`config.mk`:
```
export PLATFORM = sky130hd
export DESIGN_NAME = secret_record_parser
export DESIGN_NICKNAME = d
export VERILOG_FILES = /design/src/hw/rtl/srp_pkg.sv /design/src/hw/rtl/srp_scan.sv /design/src/hw/rtl/srp_lens.sv /design/src/hw/rtl/secret_record_parser.sv
export VERILOG_INCLUDE_DIRS = /design/src /design/src/hw/rtl
export SDC_FILE = /design/constraint.sdc
export NUM_CORES = 1
export LEC_CHECK = 0
export ABC_AREA = 1
export BUFFER_PORTS_ARGS = -buffer_cell sky130_fd_sc_hd__buf_4
export CAP_MARGIN = 10
export CORE_ASPECT_RATIO = 0.7
export CORE_MARGIN = 3
export CORE_UTILIZATION = 30
export CTS_BUF_LIST = sky130_fd_sc_hd__clkbuf_4 sky130_fd_sc_hd__clkbuf_8
export CTS_CLUSTER_SIZE = 10
export DETAILED_ROUTE_END_ITERATION = 7
export MAX_ROUTING_LAYER = met4
export SYNTH_ARGS = -nofsm -noshare
export SYNTH_HDL_FRONTEND = slang
export SYNTH_SLANG_ARGS = --single-unit
export TNS_END_PERCENT = 5
```
`constraint.sdc`:
```
create_clock -name clk -period 8.25 [get_ports clk]
set_input_delay 0.825 -clock clk [delete_from_list [all_inputs] [get_ports clk]]
set_output_delay 0.825 -clock clk [all_outputs]
set_load 0.05 [all_outputs]
```
`src/hw/rtl/assert_macros.svh`:
```
// Assertion macros shared by the RTL.
// No dependencies; empty bodies when SYNTHESIS is defined.
`ifndef ASSERT_MACROS_SVH
`define ASSERT_MACROS_SVH
`ifndef SYNTHESIS
`define SRP_ASSERT_IMPLY(lbl, clk, rstn, ante, cons) \
  lbl: assert property (@(posedge clk) disable iff (!(rstn)) (ante) |-> (cons)) \
    else $error("assertion failed");
`define SRP_ASSERT_NEXT(lbl, clk, rstn, ante, cons) \
  lbl: assert property (@(posedge clk) disable iff (!(rstn)) (ante) |=> (cons)) \
    else $error("assertion failed");
`else
`define SRP_ASSERT_IMPLY(lbl, clk, rstn, ante, cons)
`define SRP_ASSERT_NEXT(lbl, clk, rstn, ante, cons)
`endif
`endif

```
`src/hw/rtl/srp_pkg.sv`:
```
// Types and constants for the secret record parser.
// No dependencies.
`default_nettype none
package srp_pkg;

  localparam int LEN_W = 10;
  typedef logic [LEN_W-1:0] len_t;

  localparam logic [7:0] LEAD_BYTE  = 8'hFF;
  localparam logic [7:0] SLASH_BYTE = 8'h2F;
  localparam logic [7:0] QMARK_BYTE = 8'h3F;
  localparam logic [7:0] HASH_BYTE  = 8'h23;
  localparam logic [7:0] CTRL_MAX   = 8'h1F;
  localparam logic [7:0] DEL_BYTE   = 8'h7F;
  localparam logic [7:0] BAD_LEAD_MAX = 8'hC1;
  localparam logic [7:0] TWO_MAX    = 8'hDF;
  localparam logic [7:0] THREE_MAX  = 8'hEF;
  localparam logic [7:0] FOUR_MAX   = 8'hF4;
  localparam logic [7:0] E0_BYTE    = 8'hE0;
  localparam logic [7:0] ED_BYTE    = 8'hED;
  localparam logic [7:0] F0_BYTE    = 8'hF0;
  localparam logic [7:0] F4_BYTE    = 8'hF4;
  localparam logic [7:0] CONT_A0    = 8'hA0;
  localparam logic [7:0] CONT_8F    = 8'h8F;
  localparam logic [7:0] CONT_90    = 8'h90;

  // lead classes
  localparam logic [2:0] LC_PLAIN = 3'd0;
  localparam logic [2:0] LC_TWO   = 3'd1;
  localparam logic [2:0] LC_E0    = 3'd2;
  localparam logic [2:0] LC_ED    = 3'd3;
  localparam logic [2:0] LC_THREE = 3'd4;
  localparam logic [2:0] LC_F0    = 3'd5;
  localparam logic [2:0] LC_F4    = 3'd6;
  localparam logic [2:0] LC_FOUR  = 3'd7;

  // special kinds
  localparam logic [1:0] SK_NONE  = 2'd0;
  localparam logic [1:0] SK_QUERY = 2'd1;
  localparam logic [1:0] SK_HASH  = 2'd2;

  typedef struct packed {
    logic       err;
    logic       slash_seen;
    logic [1:0] special_kind;
    logic       hq_seen;
  } srp_flags_t;

endpackage
`default_nettype wire

```
`src/hw/rtl/srp_scan.sv`:
```
// Per-word scanner: lead/key skip, UTF-8 checks, separator tracking.
// Depends on srp_pkg. Holds a record summary register for srp_lens.
`default_nettype none
module srp_scan #(
  parameter int KEY_BYTES  = 16,
  parameter int MAX_DOMAIN = 512,
  localparam int OFF_W = $clog2(MAX_DOMAIN + 1)
) (
  input  logic                    clk,
  input  logic                    rst_n,
  input  logic                    in_valid,
  output logic                    in_ready,
  input  logic [7:0]              data_byte,
  input  logic                    last_byte,
  output logic                    snap_valid,
  input  logic                    snap_ready,
  output srp_pkg::srp_flags_t     snap_flags,
  output logic [OFF_W-1:0]        snap_dlen,
  output logic [OFF_W-1:0]        snap_slash_off,
  output logic [OFF_W-1:0]        snap_special_off,
  output logic [OFF_W-1:0]        snap_hash_off
);
  import srp_pkg::*;

  localparam int REC_LIMIT = 1 + KEY_BYTES + MAX_DOMAIN;
  localparam int CNT_W     = $clog2(REC_LIMIT + 1);

  logic [CNT_W-1:0] cnt_r, cnt_nxt;
  logic [1:0]       cont_r, cont_nxt;
  logic [2:0]       lc_r, lc_nxt;
  logic             err_r, err_nxt;
  logic             sl_seen_r, sl_seen_nxt;
  logic [OFF_W-1:0] sl_off_r, sl_off_nxt;
  logic [1:0]       sk_r, sk_nxt;
  logic [OFF_W-1:0] sp_off_r, sp_off_nxt;
  logic             hq_r, hq_nxt;
  logic [OFF_W-1:0] hash_off_r, hash_off_nxt;

  logic             snap_vld_r;
  srp_flags_t       snap_flags_r, fin_flags;
  logic [OFF_W-1:0] snap_dlen_r, snap_sl_r, snap_sp_r, snap_hash_r, fin_dlen;

  logic             accept, in_domain;
  logic [OFF_W-1:0] off;
  logic [CNT_W-1:0] dl_wide;

  assign in_ready = !snap_vld_r || snap_ready;
  assign accept   = in_valid && in_ready;
  assign off      = OFF_W'(cnt_r - CNT_W'(KEY_BYTES + 1));

  always_comb begin
    cnt_nxt      = cnt_r;
    cont_nxt     = cont_r;
    lc_nxt       = lc_r;
    err_nxt      = err_r;
    sl_seen_nxt  = sl_seen_r;
    sl_off_nxt   = sl_off_r;
    sk_nxt       = sk_r;
    sp_off_nxt   = sp_off_r;
    hq_nxt       = hq_r;
    hash_off_nxt = hash_off_r;
    in_domain    = 1'b0;

    if (cnt_r >= CNT_W'(REC_LIMIT)) begin
      err_nxt = 1'b1;
    end else begin
      if (cnt_r == '0) begin
        if (data_byte != LEAD_BYTE) err_nxt = 1'b1;
      end else if (cnt_r > CNT_W'(KEY_BYTES)) begin
        in_domain = 1'b1;
      end
      cnt_nxt = cnt_r + CNT_W'(1);
    end

    if (in_domain) begin
      priority if (cont_r != 2'd0) begin
        if (data_byte[7:6] != 2'b10) begin
          err_nxt = 1'b1;
        end else begin
          if (lc_r == LC_E0 && data_byte < CONT_A0) err_nxt = 1'b1;
          if (lc_r == LC_ED && data_byte >= CONT_A0) err_nxt = 1'b1;
          if (lc_r == LC_F0 && data_byte < CONT_90) err_nxt = 1'b1;
          if (lc_r == LC_F4 && data_byte > CONT_8F) err_nxt = 1'b1;
        end
        lc_nxt   = LC_PLAIN;
        cont_nxt = cont_r - 2'd1;
      end else if (data_byte <= CTRL_MAX || data_byte == DEL_BYTE) begin
        err_nxt = 1'b1;
      end else if (data_byte <= DEL_BYTE) begin
        // plain ASCII
      end else if (data_byte <= BAD_LEAD_MAX) begin
        err_nxt = 1'b1;
      end else if (data_byte <= TWO_MAX) begin
        cont_nxt = 2'd1;
        lc_nxt   = LC_TWO;
      end else if (data_byte <= THREE_MAX) begin
        cont_nxt = 2'd2;
        lc_nxt   = (data_byte == E0_BYTE) ? LC_E0 :
                   (data_byte == ED_BYTE) ? LC_ED : LC_THREE;
      end else if (data_byte <= FOUR_MAX) begin
        cont_nxt = 2'd3;
        lc_nxt   = (data_byte == F0_BYTE) ? LC_F0 :
                   (data_byte == F4_BYTE) ? LC_F4 : LC_FOUR;
      end else begin
        err_nxt = 1'b1;
      end

      if (off == '0 && data_byte == SLASH_BYTE) err_nxt = 1'b1;
      if (data_byte == SLASH_BYTE && !sl_seen_r) begin
        sl_seen_nxt = 1'b1;
        sl_off_nxt  = off;
      end
      if ((data_byte == QMARK_BYTE || data_byte == HASH_BYTE) && sk_r == SK_NONE) begin
        sk_nxt     = (data_byte == QMARK_BYTE) ? SK_QUERY : SK_HASH;
        sp_off_nxt = off;
      end else if (data_byte == HASH_BYTE && sk_r == SK_QUERY && !hq_r) begin
        hq_nxt       = 1'b1;
        hash_off_nxt = off;
      end
    end
  end

  // end-of-record checks
  assign dl_wide  = cnt_nxt - CNT_W'(KEY_BYTES + 1);
  assign fin_dlen = dl_wide[OFF_W-1:0];

  always_comb begin
    fin_flags.err          = err_nxt || (cnt_nxt < CNT_W'(KEY_BYTES + 2)) ||
                             (cont_nxt != 2'd0);
    fin_flags.slash_seen   = sl_seen_nxt;
    fin_flags.special_kind = sk_nxt;
    fin_flags.hq_seen      = hq_nxt;
  end

  always_ff @(posedge clk) begin
    if (!rst_n) begin
      cnt_r      <= '0;
      cont_r     <= 2'd0;
      lc_r       <= LC_PLAIN;
      err_r      <= 1'b0;
      sl_seen_r  <= 1'b0;
      sl_off_r   <= '0;
      sk_r       <= SK_NONE;
      sp_off_r   <= '0;
      hq_r       <= 1'b0;
      hash_off_r <= '0;
      snap_vld_r <= 1'b0;
    end else begin
      if (accept) begin
        if (last_byte) begin
          cnt_r      <= '0;
          cont_r     <= 2'd0;
          lc_r       <= LC_PLAIN;
          err_r      <= 1'b0;
          sl_seen_r  <= 1'b0;
          sl_off_r   <= '0;
          sk_r       <= SK_NONE;
          sp_off_r   <= '0;
          hq_r       <= 1'b0;
          hash_off_r <= '0;
        end else begin
          cnt_r      <= cnt_nxt;
          cont_r     <= cont_nxt;
          lc_r       <= lc_nxt;
          err_r      <= err_nxt;
          sl_seen_r  <= sl_seen_nxt;
          sl_off_r   <= sl_off_nxt;
          sk_r       <= sk_nxt;
          sp_off_r   <= sp_off_nxt;
          hq_r       <= hq_nxt;
          hash_off_r <= hash_off_nxt;
        end
      end
      if (accept && last_byte) begin
        snap_vld_r <= 1'b1;
      end else if (snap_ready) begin
        snap_vld_r <= 1'b0;
      end
    end
  end

  always_ff @(posedge clk) begin
    if (accept && last_byte) begin
      snap_flags_r <= fin_flags;
      snap_dlen_r  <= fin_dlen;
      snap_sl_r    <= sl_off_nxt;
      snap_sp_r    <= sp_off_nxt;
      snap_hash_r  <= hash_off_nxt;
    end
  end

  assign snap_valid       = snap_vld_r;
  assign snap_flags       = snap_flags_r;
  assign snap_dlen        = snap_dlen_r;
  assign snap_slash_off   = snap_sl_r;
  assign snap_special_off = snap_sp_r;
  assign snap_hash_off    = snap_hash_r;

endmodule
`default_nettype wire

```
`src/hw/rtl/srp_lens.sv`:
```
// Length split of a finished record into host, path, query, fragment.
// Depends on srp_pkg. Owns the result register.
`default_nettype none
module srp_lens #(
  parameter int MAX_DOMAIN = 512,
  localparam int OFF_W = $clog2(MAX_DOMAIN + 1)
) (
  input  logic                clk,
  input  logic                rst_n,
  input  logic                snap_valid,
  output logic                snap_ready,
  input  srp_pkg::srp_flags_t snap_flags,
  input  logic [OFF_W-1:0]    snap_dlen,
  input  logic [OFF_W-1:0]    snap_slash_off,
  input  logic [OFF_W-1:0]    snap_special_off,
  input  logic [OFF_W-1:0]    snap_hash_off,
  output logic                out_valid,
  input  logic                out_ready,
  output logic                status,
  output srp_pkg::len_t       host_cnt,
  output srp_pkg::len_t       path_cnt,
  output srp_pkg::len_t       query_cnt,
  output srp_pkg::len_t       frag_cnt
);
  import srp_pkg::*;

  localparam int EXT_W = (OFF_W > LEN_W) ? OFF_W : LEN_W;

  function automatic len_t fit(input logic [OFF_W-1:0] v);
    logic [EXT_W-1:0] w;
    w = EXT_W'(v);
    return w[LEN_W-1:0];
  endfunction

  logic             out_vld_r;
  logic             status_r;
  len_t             host_r, path_r, query_r, frag_r;
  logic             take, sp_in_host;
  logic [OFF_W-1:0] host, path, query, frag;

  assign snap_ready = !out_vld_r || out_ready;
  assign take       = snap_valid && snap_ready;

  always_comb begin
    host  = '0;
    path  = '0;
    query = '0;
    frag  = '0;
    sp_in_host = (snap_flags.special_kind != SK_NONE) &&
                 (!snap_flags.slash_seen || snap_special_off < snap_slash_off);
    if (!snap_flags.err) begin
      if (sp_in_host) begin
        host = snap_special_off;
      end else begin
        host = snap_flags.slash_seen ? snap_slash_off : snap_dlen;
        path = (snap_flags.special_kind != SK_NONE) ? snap_special_off - host
                                                    : snap_dlen - host;
      end
      unique case (snap_flags.special_kind)
        SK_HASH: begin
          frag = snap_dlen - snap_special_off - OFF_W'(1);
        end
        SK_QUERY: begin
          if (snap_flags.hq_seen) begin
            query = snap_hash_off - snap_special_off - OFF_W'(1);
            frag  = snap_dlen - snap_hash_off - OFF_W'(1);
          end else begin
            query = snap_dlen - snap_special_off - OFF_W'(1);
          end
        end
        default: begin
        end
      endcase
    end
  end

  always_ff @(posedge clk) begin
    if (!rst_n) begin
      out_vld_r <= 1'b0;
    end else if (take) begin
      out_vld_r <= 1'b1;
    end else if (out_ready) begin
      out_vld_r <= 1'b0;
    end
  end

  always_ff @(posedge clk) begin
    if (take) begin
      status_r <= snap_flags.err;
      host_r   <= fit(host);
      path_r   <= fit(path);
      query_r  <= fit(query);
      frag_r   <= fit(frag);
    end
  end

  assign out_valid = out_vld_r;
  assign status    = status_r;
  assign host_cnt  = host_r;
  assign path_cnt  = path_r;
  assign query_cnt = query_r;
  assign frag_cnt  = frag_r;

endmodule
`default_nettype wire

```
`src/hw/rtl/secret_record_parser.sv`:
```
// Top level of the secret record parser: srp_scan feeding srp_lens.
// Depends on srp_pkg, srp_scan, srp_lens and assert_macros.svh.
//
//  channel | handshake          | payload
//  --------+--------------------+---------------------------------------------
//  in      | in_valid/in_ready  | in_data_byte[7:0], in_last_byte
//  out     | out_valid/out_ready| out_status, out_host/path/query/frag_cnt
//
// One word accepted per cycle while in_ready is high; the per-word checks
// update the scan state in the cycle of acceptance. A result for a record
// passes through the record summary register, then the result register.
// Reset (rst_n low, synchronous) clears the scan state and both valid flags.
// in_ready falls only while both summary and result registers are full and
// out_ready is low.
`default_nettype none
`include "assert_macros.svh"
module secret_record_parser #(
  parameter int MAX_DOMAIN = 512,
  parameter int KEY_BYTES  = 16
) (
  input  logic                clk,
  input  logic                rst_n,
  input  logic                in_valid,
  output logic                in_ready,
  input  logic [7:0]          in_data_byte,
  input  logic                in_last_byte,
  output logic                out_valid,
  input  logic                out_ready,
  output logic                out_status,
  output srp_pkg::len_t       out_host_cnt,
  output srp_pkg::len_t       out_path_cnt,
  output srp_pkg::len_t       out_query_cnt,
  output srp_pkg::len_t       out_frag_cnt
);
  import srp_pkg::*;

  localparam int OFF_W = $clog2(MAX_DOMAIN + 1);

  logic             snap_vld, snap_rdy;
  srp_flags_t       snap_flags;
  logic [OFF_W-1:0] snap_dlen, snap_sl, snap_sp, snap_hash;
  logic             lens_zero;

  srp_scan #(
    .KEY_BYTES  (KEY_BYTES),
    .MAX_DOMAIN (MAX_DOMAIN)
  ) u_scan (
    .clk              (clk),
    .rst_n            (rst_n),
    .in_valid         (in_valid),
    .in_ready         (in_ready),
    .data_byte        (in_data_byte),
    .last_byte        (in_last_byte),
    .snap_valid       (snap_vld),
    .snap_ready       (snap_rdy),
    .snap_flags       (snap_flags),
    .snap_dlen        (snap_dlen),
    .snap_slash_off   (snap_sl),
    .snap_special_off (snap_sp),
    .snap_hash_off    (snap_hash)
  );

  srp_lens #(
    .MAX_DOMAIN (MAX_DOMAIN)
  ) u_lens (
    .clk              (clk),
    .rst_n            (rst_n),
    .snap_valid       (snap_vld),
    .snap_ready       (snap_rdy),
    .snap_flags       (snap_flags),
    .snap_dlen        (snap_dlen),
    .snap_slash_off   (snap_sl),
    .snap_special_off (snap_sp),
    .snap_hash_off    (snap_hash),
    .out_valid        (out_valid),
    .out_ready        (out_ready),
    .status           (out_status),
    .host_cnt         (out_host_cnt),
    .path_cnt         (out_path_cnt),
    .query_cnt        (out_query_cnt),
    .frag_cnt         (out_frag_cnt)
  );

  assign lens_zero = (out_host_cnt == '0) && (out_path_cnt == '0) &&
                     (out_query_cnt == '0) && (out_frag_cnt == '0);

  `SRP_ASSERT_IMPLY(a_bad_zero, clk, rst_n, out_valid && out_status, lens_zero)
  `SRP_ASSERT_NEXT(a_last_snap, clk, rst_n, in_valid && in_ready && in_last_byte, snap_vld)
  `SRP_ASSERT_IMPLY(a_stall_full, clk, rst_n, !in_ready, snap_vld && out_valid && !out_ready)

endmodule
`default_nettype wire

```
# Word-level counts from Yosys, hierarchy flattened
# Index checks and enable logic that the tools add are counted.
# Widths: inputs -> output; s select.
# totals
out_inout_bits	43
in_bits	13
ff_bits	138
elab_cells	186
# op_classes
n_mux	76
n_eq_ne	20
reduce_logical	38
n_bitwise	1
add_sub_neg	12
order_cmp	14
# op_table
operator	n
$mux 10	17
$sub 10x10->10	5
$mux 3	12
$mux 1	33
$eq 8x8->1 const B	4
$le 8x8->1 const B	4
$sub 10x1->10 const B	3
$mux 2	13
$eq 8x6->1 const B	3
$logic_not 10->1	2
$pmux 10 s2	1
$sub 10x5->10 const B	2
$lt 8x8->1 const B	2
$logic_and 1x1->1	13
$reduce_bool 2->1	6
$add 10x1->10 const B	1
$ge 10x10->1 const B	1
$gt 10x5->1 const B	1
$lt 10x10->1	1
$lt 10x5->1 const B	1
$ne 3x2->1 const B	3
$eq 8x7->1 const B	1
$ge 8x8->1 const B	1
$gt 8x8->1 const B	1
other kinds (16)	30

# Depth between registers and ports, before layout
# logic_depth
word_depth	15
depth_mapped	17

# By module
# From an unflattened synthesis, not the netlist that was laid out.
# unflattened
hier_cells	1222
area_unflattened_um2	9131.3
# modules_own_cells
module	n_inst	cells_per_inst	area_each_um2	seq_area_each_um2
srp_scan	1	641	4987.3	2372.3
srp_lens	1	581	4144.0	1251.2

# Worst setup path before layout
# Ideal clock, no wire load.
# synth_timing
path_kind	input-to-reg
start	in out_ready
end	reg u_scan.lc_r[0]
arrival_ns	4.028
setup_time_ns	0.070
path_buffers	0
path_slack_ns	4.153
path_stages	10
path_cell_list	inv_1 nand2_1 nor2_1 inv_1 nand2_1 nor2_1 a31oi_1 inv_1 o21ai_0 a21oi_1
# synth_between
elab_chain_cells	4
# synth_rtl
item	line	rtl
start, declared	secret_record_parser.sv:28	input logic out_ready,
$logic_or 1x1->1	srp_lens.sv:41	assign snap_ready = !out_vld_r || out_ready;
$logic_or 1x1->1	srp_scan.sv:47	assign in_ready = !snap_vld_r || snap_ready;
via in_ready	secret_record_parser.sv:24	output logic in_ready,
$logic_and 1x1->1	srp_scan.sv:48	assign accept = in_valid && in_ready;
$reduce_and 6->1 (no line)	-	
end signal, assigned	srp_scan.sv:164	lc_r <= lc_nxt;
end, declared	srp_scan.sv:30	logic [2:0] lc_r, lc_nxt;
# The timed path passes the listed nets, and every way through them passes these cells.
# A chain may end at the register's enable or synchronous reset.

# Final worst setup path
# layout_timing
start	reg u_scan.snap_flags_r (netlist bit u_scan.snap_flags[2])
end	reg u_lens.path_r[8], in the netlist u_lens.path_cnt[8], data pin
# layout_between
elab_chain_cells	3
# layout_rtl
item	line	rtl
start, declared	srp_scan.sv:40	srp_flags_t snap_flags_r, fin_flags;
start signal, assigned	srp_scan.sv:184	snap_flags_r <= fin_flags;
$reduce_bool 2->1 (*)	srp_lens.sv:49, srp_lens.sv:56	
$logic_and 1x1->1	srp_lens.sv:49	sp_in_host = (snap_flags.special_kind != SK_NONE) &&
$reduce_or 2->1 (no line)	-	
end signal, assigned	srp_lens.sv:91	path_r <= fit(path);
end, declared	srp_lens.sv:37	len_t host_r, path_r, query_r, frag_r;
# Every way passes the cells marked *; elsewhere a longest branch is shown, timed or not.

==> impl_metrics.ini <==
[sta]
finalCritPeriodShare_pct = 38.0
hold_viol = 0
maxSlewHeadroom_pct = 39.8
setup_viol = 0
period_needed_ns = 3.13
fmaxAchievable_ghz = 0.319
tightest_slew_ns = 0.903
drv_slew = 0
rsz0062_at_grt = false
skew_ns = 0.0155
fin_tns_setup_ns = 0

[power_and_ir_drop]
p_leak_nw = 4.14
powerDensity_mw_per_mm2 = 146
peakVddDrop_mv = 0.153

[clocking]
cts_buffers = 17
cts_tree = yes
path_clk_slew_ns = 0.08
clk_latency_ns = 0.45
cts_setup_buffers = 0
h-tree-depth = 4
cts_buffer_depth = 2
root_buffer = clkbuf_8
cts_hold_buf = 0
cts_resized = 0
cts.sinks = 138

[critical_path]
cp_slowest_cell = ha_1
path_cells = inv_1, ha_1, o21ai_0, ha_1, fa_1, nor2_1, o21ai_0, nand2_1, nand2_1, o311ai_0, or2_2, a21oi_1
end_kind = register
required_ns = 8.42
crit_path_start_kind = register
max_stage_delay_ns = 0.57
cp.arrival_ns = 3.30
path_class = register to register
critPathMaxFanout = 20

[logic_synthesis]
ys_seq_area_share_pct = 42.1
syn_inst = 1106
yosys.area.top_type = edfxtp_1
synth_top_family_by_area = simple AND/OR/NAND/NOR gates
synth.avg_cell_area_um2 = 7.77
synth-adder-area-share_pct = 8.64
syn_area_mm2 = 0.00860
syn_nets = 1176
synth_compound_area_share_pct = 15.3
yosysTopAreaCellShare_pct = 30.0
synth_simple_gate_area_share_pct = 21.8
synthXorXnorAreaFrac_pct = 3.46
synth.distinct_cells = 47
synthTopCellsByArea = edfxtp_1 (30%), nand2_1 (12%), dfxtp_1 (12%), ha_1 (7.7%), a21oi_1 (6.7%)
ys_warn_count = 0
synthMuxAreaShare_pct = 0
synth_seq_cells = 138
synth_edf_count = 86
synth_ff_type = edfxtp_1
synthArstFlopShare_pct = 0

[status]
outcome = finished clean

[routing]
avgRoutedWirePerCell_um = 15.4
viasPerCell = 4.86
drc = 0
vias = 7469
drt-initial-drc-count = 796
drt_pass1_iterations = 5
wl_um = 23700
antenna_left = 0

[final_layout]
design_area_mm2 = 0.00971
syn2layout_area_growth_pct = 13.0
diodes = 0
layout.nets = 1223
fin_util_pct = 34.7
drive_above_1_share_pct = 10.4

[floorplan]
die_w_um = 208
start_util_pct = 30.7
rows = 51
core_mm2 = 0.0280
die_area_mm2 = 0.0308
die_h_um = 148
io_pins = 56

[global_route]
grt_pass1_wl_um = 37500
antenna_found_initial = 0
grt_usage_pct = 15.8
grt_max_degree = 49
grt-ovfl-total = 0
grt_pass1_vias = 6833

[place]
routabilityCongestion = 0.958
placed_area_mm2 = 0.00938
dp_hpwl_um = 18000
portBuffers = 55

[run]
maxCapViolCount = 0

[min_path]
min_path_type = register to register
## kinds of logic (layout without fill, tap and decap cells)
| logic type | Yosys count | count (layout) |
|---|---|---|
| AND/OR/NAND/NOR | 446 | 446 |
| XOR/XNOR | 34 | 34 |
| flip-flops | 138 | 138 |
| buffers and inverters | 190 | 250 |
| adder cells (fa/ha/maj) | 57 | 57 |
| AO/OA/AOI/OAI | 241 | 241 |
## synthesized netlist by cell type, drive strengths merged, types with 10 or more instances
| cell | n |
|---|---|
| nor3 | 12 |
| xnor2 | 10 |
| ha | 53 |
| dfxtp | 52 |
| nand4 | 15 |
| edfxtp | 86 |
| nand3 | 45 |
| inv | 157 |
| nor2 | 80 |
| clkbuf | 22 |
| xor2 | 24 |
| nand2 | 285 |
| o21ai | 89 |
| a21oi | 118 |
## final cells by class
class                      instances  area (um^2)
clock buffer                      17          234
timing repair buffer              59          443
sequential                       138         3620
tap                              371          464
fill                            2908        18300
clock inverter                    15          103
multi-input combinational        778         4250
inverter                         159          597
## where the power goes
| group | switching [mW] | total, mW | internal [mW] |
|---|---|---|---|
| logic | 0.125 | 0.181 | 0.0562 |
| registers | 0.0115 | 0.755 | 0.743 |
| clock network | 0.279 | 0.485 | 0.206 |
## layout by cell type, fill, tap and decap left out, types with 5 or more instances in the layout
cell / instances
a211oi_1: 5
a21o_1: 5
a21oi_1: 114
buf_4: 59
clkbuf_8: 17
clkinvlp_4: 7
dfxtp_1: 52
edfxtp_1: 86
ha_1: 53
inv_1: 149
inv_2: 8
nand2_1: 281
nand3_1: 44
nand4_1: 15
nor2_1: 74
nor3_1: 11
o21ai_0: 76
o21ai_1: 10
xnor2_1: 10
xor2_1: 24
## sequential cells by signal, indices dropped and copies added (netlist names)
register and flops:
u_scan.cont_r 2, u_scan.cnt_r 10, u_lens.path_cnt 10, u_lens.host_cnt 10, u_lens.out_valid 1, u_scan.lc_r 3, u_scan.snap_valid 1, u_lens.status 1
u_lens.frag_cnt 10, u_scan.hash_off_r 10, u_scan.err_r 1, u_scan.sk_r 2, u_scan.snap_hash_off 10, u_scan.sl_off_r 10, u_scan.snap_special_off 10, u_scan.snap_slash_off 10
u_scan.snap_flags 5, u_scan.hq_r 1, u_scan.sp_off_r 10, u_scan.snap_dlen 10, u_scan.sl_seen_r 1, u_lens.query_cnt 10
## metrics by stage
step	power [mW]	hold WS [ns]	instances	setup WS [ns]
after floorplan	0.892	0.426	1106	4.15
after global placement	0.949	0.449	1505	5.14
after detailed placement	0.949	0.453	1505	5.20
after CTS	1.43	0.467	1537	5.16
after global routing	1.49	0.479	1537	4.83
final	1.42	0.469	1537	5.12
## metal layers
layer,track usage (%),routed length (um),part of all wire (%)
met4,2.56,181,0.76
met1,24.1,12100,51
met3,5.09,2300,9.7
met2,20.4,9070,38
met5,-,0,0
## worst paths after layout
path                        start                 end  slack (ns)  cells past startpoint
max          u_scan.snap_flags[2]  u_lens.path_cnt[8]        5.12                     12
min            u_scan.sp_off_r[3]  u_scan.sp_off_r[3]        0.47                      2
max reg2reg  u_scan.snap_flags[2]  u_lens.path_cnt[8]        5.12                     12
min reg2reg    u_scan.sp_off_r[3]  u_scan.sp_off_r[3]        0.47                      2
## critical path, delay by kind of cell, from the launching register on
family	cells	cell delay (ns)
AND/OR/NAND/NOR	4	0.52
buffers and inverters	1	0.13
flip-flops	1	0.49
AO/OA/AOI/OAI	4	0.46
adder cells (fa/ha/maj)	3	1.25
Note: power is estimated with default switching activity, not from simulation.
